===== src/sv/fsra_pkg.sv =====
`timescale 1ns / 1ps
`default_nettype none

package fsra_pkg;

  localparam int HANDLE_W = 8;
  localparam int CMD_W    = 2;
  localparam int STATUS_W = 2;

  // Command codes
  localparam logic [CMD_W-1:0] CMD_ALLOC = 2'd0;
  localparam logic [CMD_W-1:0] CMD_TRY   = 2'd1;
  localparam logic [CMD_W-1:0] CMD_FREE  = 2'd2;

  // Status codes
  localparam logic [STATUS_W-1:0] ST_REUSED  = 2'd0;
  localparam logic [STATUS_W-1:0] ST_CREATED = 2'd1;
  localparam logic [STATUS_W-1:0] ST_NONE    = 2'd2;
  localparam logic [STATUS_W-1:0] ST_INVALID = 2'd3;

  typedef struct packed {
    logic load_item;
    logic commit;
  } ctrl_cmd_t;

  typedef struct packed {
    logic result_busy;
  } ctrl_status_t;

endpackage

`default_nettype wire


===== src/sv/fifo_reuse_slot_allocator_unit.sv =====
`timescale 1ns / 1ps
`default_nettype none

// Slot allocator with a first-in first-out free list.
// Input stream (s_*): one command per transfer. s_tuser carries the command
// (allocate, try allocate, deallocate), s_tdata the handle to free.
// Output stream (m_*): exactly one result per command. m_tdata carries the
// granted slot (zero when none is granted), m_tuser the status.
// Timing: a command is taken in the idle state and executed in the execute
// state; the result is valid on m_* the cycle after execution. The execute
// state is there for the registered read port of the free queue memory,
// which is read at the head before the command executes.
// A waiting result does not block the next transfer in; if a result is still
// waiting when the next command executes, execution holds until m_tready.
// Reset (synchronous) clears the in-use bitmap, empties the queue and the
// creation counter, and drops any pending result. Slots are created up to
// min(POOL_SLOTS, 256); after that allocate reports none on an empty queue.
module fifo_reuse_slot_allocator_unit
  import fsra_pkg::*;
#(
  parameter int POOL_SLOTS = 256
) (
  input  wire logic        clk,
  input  wire logic        rst,
  input  wire logic        s_tvalid,
  output logic             s_tready,
  input  wire logic [7:0]  s_tdata,   // [7:0] slot_handle
  input  wire logic [1:0]  s_tuser,   // [1:0] command
  output logic             m_tvalid,
  input  wire logic        m_tready,
  output logic [7:0]       m_tdata,   // [7:0] granted_slot
  output logic [1:0]       m_tuser    // [1:0] status
);

  localparam int SLOT_LIMIT = (POOL_SLOTS < 256) ? POOL_SLOTS : 256;

  ctrl_cmd_t    ctl_cmd;
  ctrl_status_t ctl_status;

  fsra_ctrl u_ctrl (
    .clk      (clk),
    .rst      (rst),
    .in_valid (s_tvalid),
    .in_ready (s_tready),
    .status   (ctl_status),
    .cmd      (ctl_cmd)
  );

  fsra_datapath #(
    .SLOT_LIMIT (SLOT_LIMIT)
  ) u_datapath (
    .clk        (clk),
    .rst        (rst),
    .cmd        (ctl_cmd),
    .status     (ctl_status),
    .in_command (s_tuser),
    .in_handle  (s_tdata),
    .out_valid  (m_tvalid),
    .out_ready  (m_tready),
    .out_slot   (m_tdata),
    .out_status (m_tuser)
  );

endmodule

`default_nettype wire


===== src/sv/fsra_ctrl.sv =====
`timescale 1ns / 1ps
`default_nettype none

module fsra_ctrl
  import fsra_pkg::*;
(
  input  wire logic         clk,
  input  wire logic         rst,
  input  wire logic         in_valid,
  output logic              in_ready,
  input  wire ctrl_status_t status,
  output ctrl_cmd_t         cmd
);

  typedef enum logic {
    IDLE,
    EXEC
  } state_t;

  state_t state;

  always_comb begin
    in_ready      = (state == IDLE);
    cmd.load_item = (state == IDLE) && in_valid;
    // hold in execute until the result register can take the new result
    cmd.commit    = (state == EXEC) && !status.result_busy;
  end

  always_ff @(posedge clk) begin
    if (rst) begin
      state <= IDLE;
    end else begin
      unique case (state)
        IDLE: begin
          if (in_valid) state <= EXEC;
        end
        EXEC: begin
          if (!status.result_busy) state <= IDLE;
        end
        default: state <= IDLE;
      endcase
    end
  end

endmodule

`default_nettype wire


===== src/sv/fsra_datapath.sv =====
`timescale 1ns / 1ps
`default_nettype none

module fsra_datapath
  import fsra_pkg::*;
#(
  parameter int SLOT_LIMIT = 256
) (
  input  wire logic                clk,
  input  wire logic                rst,
  input  wire ctrl_cmd_t           cmd,
  output ctrl_status_t             status,
  input  wire logic [CMD_W-1:0]    in_command,
  input  wire logic [HANDLE_W-1:0] in_handle,
  output logic                     out_valid,
  input  wire logic                out_ready,
  output logic [HANDLE_W-1:0]      out_slot,
  output logic [STATUS_W-1:0]      out_status
);

  localparam int IW = $clog2(SLOT_LIMIT);
  localparam int CW = $clog2(SLOT_LIMIT + 1);
  localparam logic [IW-1:0] LAST_POS = IW'(SLOT_LIMIT - 1);
  localparam logic [CW-1:0] LIMIT_CNT = CW'(SLOT_LIMIT);

  logic [CMD_W-1:0]    item_cmd;
  logic [HANDLE_W-1:0] item_handle;

  logic [SLOT_LIMIT-1:0] slot_in_use;
  logic [IW-1:0]         free_queue [SLOT_LIMIT];
  logic [IW-1:0]         queue_rd;
  logic [IW-1:0]         queue_head;
  logic [IW-1:0]         queue_tail;
  logic [CW-1:0]         queue_count;
  logic [CW-1:0]         slots_created;

  logic                handle_ok;
  logic [IW-1:0]       handle_idx;
  logic                do_pop;
  logic                do_create;
  logic                do_push;
  logic [HANDLE_W-1:0] res_slot;
  logic [STATUS_W-1:0] res_status;

  assign status.result_busy = out_valid && !out_ready;

  assign handle_idx = item_handle[IW-1:0];
  assign handle_ok  = (32'(item_handle) < 32'(SLOT_LIMIT)) && slot_in_use[handle_idx];

  always_comb begin
    do_pop     = 1'b0;
    do_create  = 1'b0;
    do_push    = 1'b0;
    res_slot   = '0;
    res_status = ST_INVALID;
    case (item_cmd)
      CMD_ALLOC, CMD_TRY: begin
        if (queue_count != '0) begin
          do_pop     = 1'b1;
          res_slot   = HANDLE_W'(queue_rd);
          res_status = ST_REUSED;
        end else if (item_cmd == CMD_ALLOC && slots_created < LIMIT_CNT) begin
          do_create  = 1'b1;
          res_slot   = HANDLE_W'(slots_created);
          res_status = ST_CREATED;
        end else begin
          res_status = ST_NONE;
        end
      end
      CMD_FREE: begin
        if (handle_ok) begin
          do_push    = 1'b1;
          res_status = ST_REUSED;
        end
      end
      default: res_status = ST_INVALID;
    endcase
  end

  // item capture
  always_ff @(posedge clk) begin
    if (cmd.load_item) begin
      item_cmd    <= in_command;
      item_handle <= in_handle;
    end
  end

  // free queue memory: registered read at head, write at tail
  always_ff @(posedge clk) begin
    queue_rd <= free_queue[queue_head];
    if (cmd.commit && do_push) free_queue[queue_tail] <= handle_idx;
  end

  always_ff @(posedge clk) begin
    if (rst) begin
      slot_in_use   <= '0;
      queue_head    <= '0;
      queue_tail    <= '0;
      queue_count   <= '0;
      slots_created <= '0;
    end else if (cmd.commit) begin
      if (do_pop) begin
        slot_in_use[queue_rd] <= 1'b1;
        queue_head  <= (queue_head == LAST_POS) ? '0 : queue_head + 1'b1;
        queue_count <= queue_count - 1'b1;
      end
      if (do_create) begin
        slot_in_use[slots_created[IW-1:0]] <= 1'b1;
        slots_created <= slots_created + 1'b1;
      end
      if (do_push) begin
        slot_in_use[handle_idx] <= 1'b0;
        queue_tail  <= (queue_tail == LAST_POS) ? '0 : queue_tail + 1'b1;
        queue_count <= queue_count + 1'b1;
      end
    end
  end

  // result register
  always_ff @(posedge clk) begin
    if (rst) begin
      out_valid <= 1'b0;
    end else if (cmd.commit) begin
      out_valid <= 1'b1;
    end else if (out_ready) begin
      out_valid <= 1'b0;
    end
  end

  always_ff @(posedge clk) begin
    if (cmd.commit) begin
      out_slot   <= res_slot;
      out_status <= res_status;
    end
  end

endmodule

`default_nettype wire

===== config.mk =====
export PLATFORM = sky130hd
export DESIGN_NAME = fifo_reuse_slot_allocator_unit
export DESIGN_NICKNAME = d
export VERILOG_FILES = /design/src/sv/fsra_pkg.sv /design/src/sv/fifo_reuse_slot_allocator_unit.sv /design/src/sv/fsra_ctrl.sv /design/src/sv/fsra_datapath.sv
export SDC_FILE = /design/constraint.sdc
export NUM_CORES = 2
export LEC_CHECK = 0
export ABC_AREA = 0
export BUFFER_PORTS_ARGS = -buffer_cell sky130_fd_sc_hd__clkbuf_2
export CORE_ASPECT_RATIO = 2
export CORE_UTILIZATION = 50
export DETAILED_ROUTE_END_ITERATION = 10
export PLACE_DENSITY = 0.65
export SLEW_MARGIN = 20
export SYNTH_ARGS = -nofsm -noshare
export SYNTH_HDL_FRONTEND = slang
export SYNTH_SLANG_ARGS = --single-unit

===== constraint.sdc =====
create_clock -name clk -period 20.7 [get_ports clk]
set_input_delay 1.035 -clock clk [delete_from_list [all_inputs] [get_ports clk]]
set_output_delay 1.035 -clock clk [all_outputs]
set_load 0.01 [all_outputs]

==> results.sh <==
export IMPL_routed_wl_microns=278000
export IMPL_place_inst=7581
export IMPL_grt_pass1_vias=54511
export IMPL_crit_type="flip-flop to flip-flop"
export IMPL_synth_commonest_cells="2068 x edfxtp_1, 731 x mux4_2, 383 x nor2_1, 305 x clkbuf_1, 300 x dfxtp_1"
export IMPL_post_cts_buffers=0
export IMPL_cp_slowest_cell="edfxtp_1"
export IMPL_ys_seq_elements=2368
export IMPL_grt_util_all_layers=0.286
export IMPL_grt_max_degree=183
export IMPL_rsz0062_at_grt="false"
export IMPL_max_slew_worst_pin_slew_ns=1.30
export IMPL_drive_above_1_share=0.242
export IMPL_worst_path_buf_inv=4
export IMPL_yosysTopAreaCell="edfxtp_1"
export IMPL_ir_drop_mv=0.0632
export IMPL_cts_sinks=2368
export IMPL_period_needed_ns=7.89
export IMPL_crit_top_cell="buf_4"
export IMPL_root_buffer="clkbuf_16"
export IMPL_critical_path_max_fanout=73
export IMPL_crit_chain="buf_4 -> buf_4 -> mux4_2 -> mux2i_1 -> a2bb2oi_1 -> a31oi_1 -> a2111oi_2 -> nor3_4 -> buf_4 -> nand3_2 -> buf_4 -> nor2_1"
export IMPL_cpLargestDelayFamily="buffers and inverters"
export IMPL_synth_top_family_by_area="multiplexers"
export IMPL_cts_resized=0
export IMPL_antenna_found_initial=4
export IMPL_synth_most_common_cell="edfxtp_1"
export IMPL_synth_edf_count=2068
export IMPL_dr_first_iter_drc_count=6058
export IMPL_routedWlPerCell_microns=35.0
export IMPL_worst_setup_path_start_kind="flip-flop"
export IMPL_end_kind="flip-flop"
export IMPL_grt_overflow_total=0
export IMPL_synthDistinctLibCells=61
export IMPL_clkLatencyLatePin_ns=0.85
export IMPL_synth_top_cell_area_share=0.641
export IMPL_powerDensity_nw_per_um2=89.5
export IMPL_coreArea_sq_um=193000
export IMPL_cp_slowest_stage_delay_ns=1.04
export IMPL_syn_area_sq_um=96800
export IMPL_place_hpwl_microns=175000
export IMPL_stdcell_count=7944
export IMPL_setup_viol=0
export IMPL_synth_mux_area_frac=0.175
export IMPL_fmax_ghz=0.127
export IMPL_hold_viol_final=0
export IMPL_max_slew_margin=0.128
export IMPL_cp_arrival_ns=8.35
export IMPL_drt_antenna_violating_nets=0
export IMPL_cts_tree="yes"
export IMPL_synthAdderAreaFrac=0.00227
export IMPL_vias=53358
export IMPL_yosysSeqAreaShare=0.703
export IMPL_clk_pin_slew_ns=0.06
export IMPL_finalClockSkew_ns=0.0386
export IMPL_maxCapViolCount=0
export IMPL_syn_instance_count=5311
export IMPL_htreeDepth=4
export IMPL_numCtsBuffers=197
export IMPL_fillers=14529
export IMPL_dieHeight_microns=624
export IMPL_hold_class="primary input to flip-flop"
export IMPL_gp_congestion=1.03
export IMPL_fin_setup_tns_ns=0
export IMPL_die_area_sq_um=196000
export IMPL_core_rowCount=228
export IMPL_slew_viol_final=0
export IMPL_syn_num_nets=5342
export IMPL_timing_final_crit_share=0.381
export IMPL_dpl_instance_area_sq_um=99800
export IMPL_io_pins=26
export IMPL_power_leakage_nw=31.1
export IMPL_synthXorXnorAreaFrac=0.00190
export IMPL_syn2layout_area_growth_pct=9.96
export IMPL_critical_path_required_ns=21.17
export IMPL_synth_area_leaders="edfxtp_1 64%, mux4_2 17%, dfxtp_1 6.2%, nor2_1 1.5%, a21oi_1 1.3%"
export IMPL_synth_ff_type="edfxtp_1"
export IMPL_portBuffers=25
export IMPL_clock_tree_buffer_depth=4
export IMPL_viasPerCell=6.72
export IMPL_outcome="finished, final reports clean"
export IMPL_ys_async_sr_fraction=0
export IMPL_yosys_area_share_simple=0.0380
export IMPL_drt_pass1_iter_count=6
export IMPL_layout_nets=5286
export IMPL_die_w_microns=313
export IMPL_drc=0
export IMPL_yosysWarnings=0
export IMPL_post_synth_cell_area_avg_sq_um=18.2
export IMPL_start_util=0.503
export IMPL_synth_compound_area_frac=0.0610
export IMPL_ctsHoldBuffers=0
export IMPL_fin_area_sq_um=106000
export IMPL_grt_pass1_wl_microns=398000
## logic make-up (layout without fill, tap and decap cells)
| kind of cell | count (synthesis) | count (layout) |
|---|---|---|
| compound gates | 836 | 836 |
| simple gates | 849 | 849 |
| other cells | 0 | 6 |
| buf+inv | 444 | 541 |
| mux | 776 | 776 |
| xor+xnor | 21 | 21 |
| fa+ha+maj | 17 | 17 |
| flops | 2368 | 2368 |
## power by group
group / switching, W / internal (W) / total, W
logic: 0.000339 / 0.000193 / 0.000531
registers: 0.0000183 / 0.00520 / 0.00522
clock network: 0.00171 / 0.00207 / 0.00378
total: 0.00207 / 0.00747 / 0.00953
## cell type report
type | instances | area (sq um) | share of cell area
Timing Repair Buffer | 173 | 1420 | 0.0133
Clock buffer | 233 | 5220 | 0.0490
Antenna cell | 6 | 15.0 | 0.000141
Multi-Input combinational cell | 2499 | 27300 | 0.256
Tap cell | 2530 | 3170 | 0.0297
Inverter | 16 | 60.1 | 0.000564
Clock inverter | 119 | 1200 | 0.0113
Sequential cell | 2368 | 68100 | 0.640
## state kept, by name, indices dropped and copies added (netlist names)
| register | flops |
|---|---|
| u_datapath.out_status | 2 |
| u_datapath.item_cmd | 2 |
| u_datapath.out_valid | 1 |
| u_datapath.queue_count | 9 |
| u_datapath.queue_tail | 8 |
| u_ctrl.state | 1 |
| u_datapath.free_queue | 2048 |
| u_datapath.slot_in_use | 256 |
| u_datapath.slots_created | 9 |
| u_datapath.handle_idx | 8 |
| u_datapath.queue_rd | 8 |
| u_datapath.out_slot | 8 |
| u_datapath.queue_head | 8 |
## final timing paths
check,start,endpoint,slack (ns),depth (start not counted)
worst min register to register,u_datapath.slot_in_use[170],u_datapath.slot_in_use[170],0.47,2
worst max register to register,u_datapath.handle_idx[1],u_datapath.free_queue[195][3],12.81,12
worst min-delay path,s_tdata[4],u_datapath.handle_idx[4],0.37,1
worst max-delay path,u_datapath.handle_idx[1],u_datapath.free_queue[195][3],12.81,12
## layer usage
layer,track usage,part of all wire,vias up
li1,-,-,21790
met1,0.304,0.32,27707
met2,0.508,0.53,2859
met3,0.0477,0.066,1002
met4,0.214,0.090,0
met5,0,0,-
## cells in the final DEF, fill, tap and decap left out, types with 29 or more instances in the layout
master / instances
o22ai_1: 55
mux2i_1: 33
nand2_1: 223
nor3_1: 60
a211oi_1: 126
o31ai_1: 79
clkinv_1: 29
clkinv_2: 31
nand3_1: 44
a21oi_1: 246
mux4_2: 731
nor2b_1: 30
a221oi_1: 80
edfxtp_1: 2068
nor2_1: 354
a221o_1: 116
dfxtp_1: 294
o21ai_0: 48
clkbuf_16: 201
buf_4: 135
## stage by stage
stage / utilization / setup WS, ns / total power (W) / hold WS [ns]
floorplan: - / 12.65 / 0.00567 / 0.441
finish: 0.553 / 12.81 / 0.00953 / 0.369
CTS: 0.552 / 13.03 / 0.00957 / 0.335
global route: 0.553 / 12.53 / 0.00976 / 0.361
global placement: 0.518 / 13.16 / 0.00585 / 0.448
detailed placement: 0.518 / 12.98 / 0.00585 / 0.457
Power figures use the tool's default switching activity.
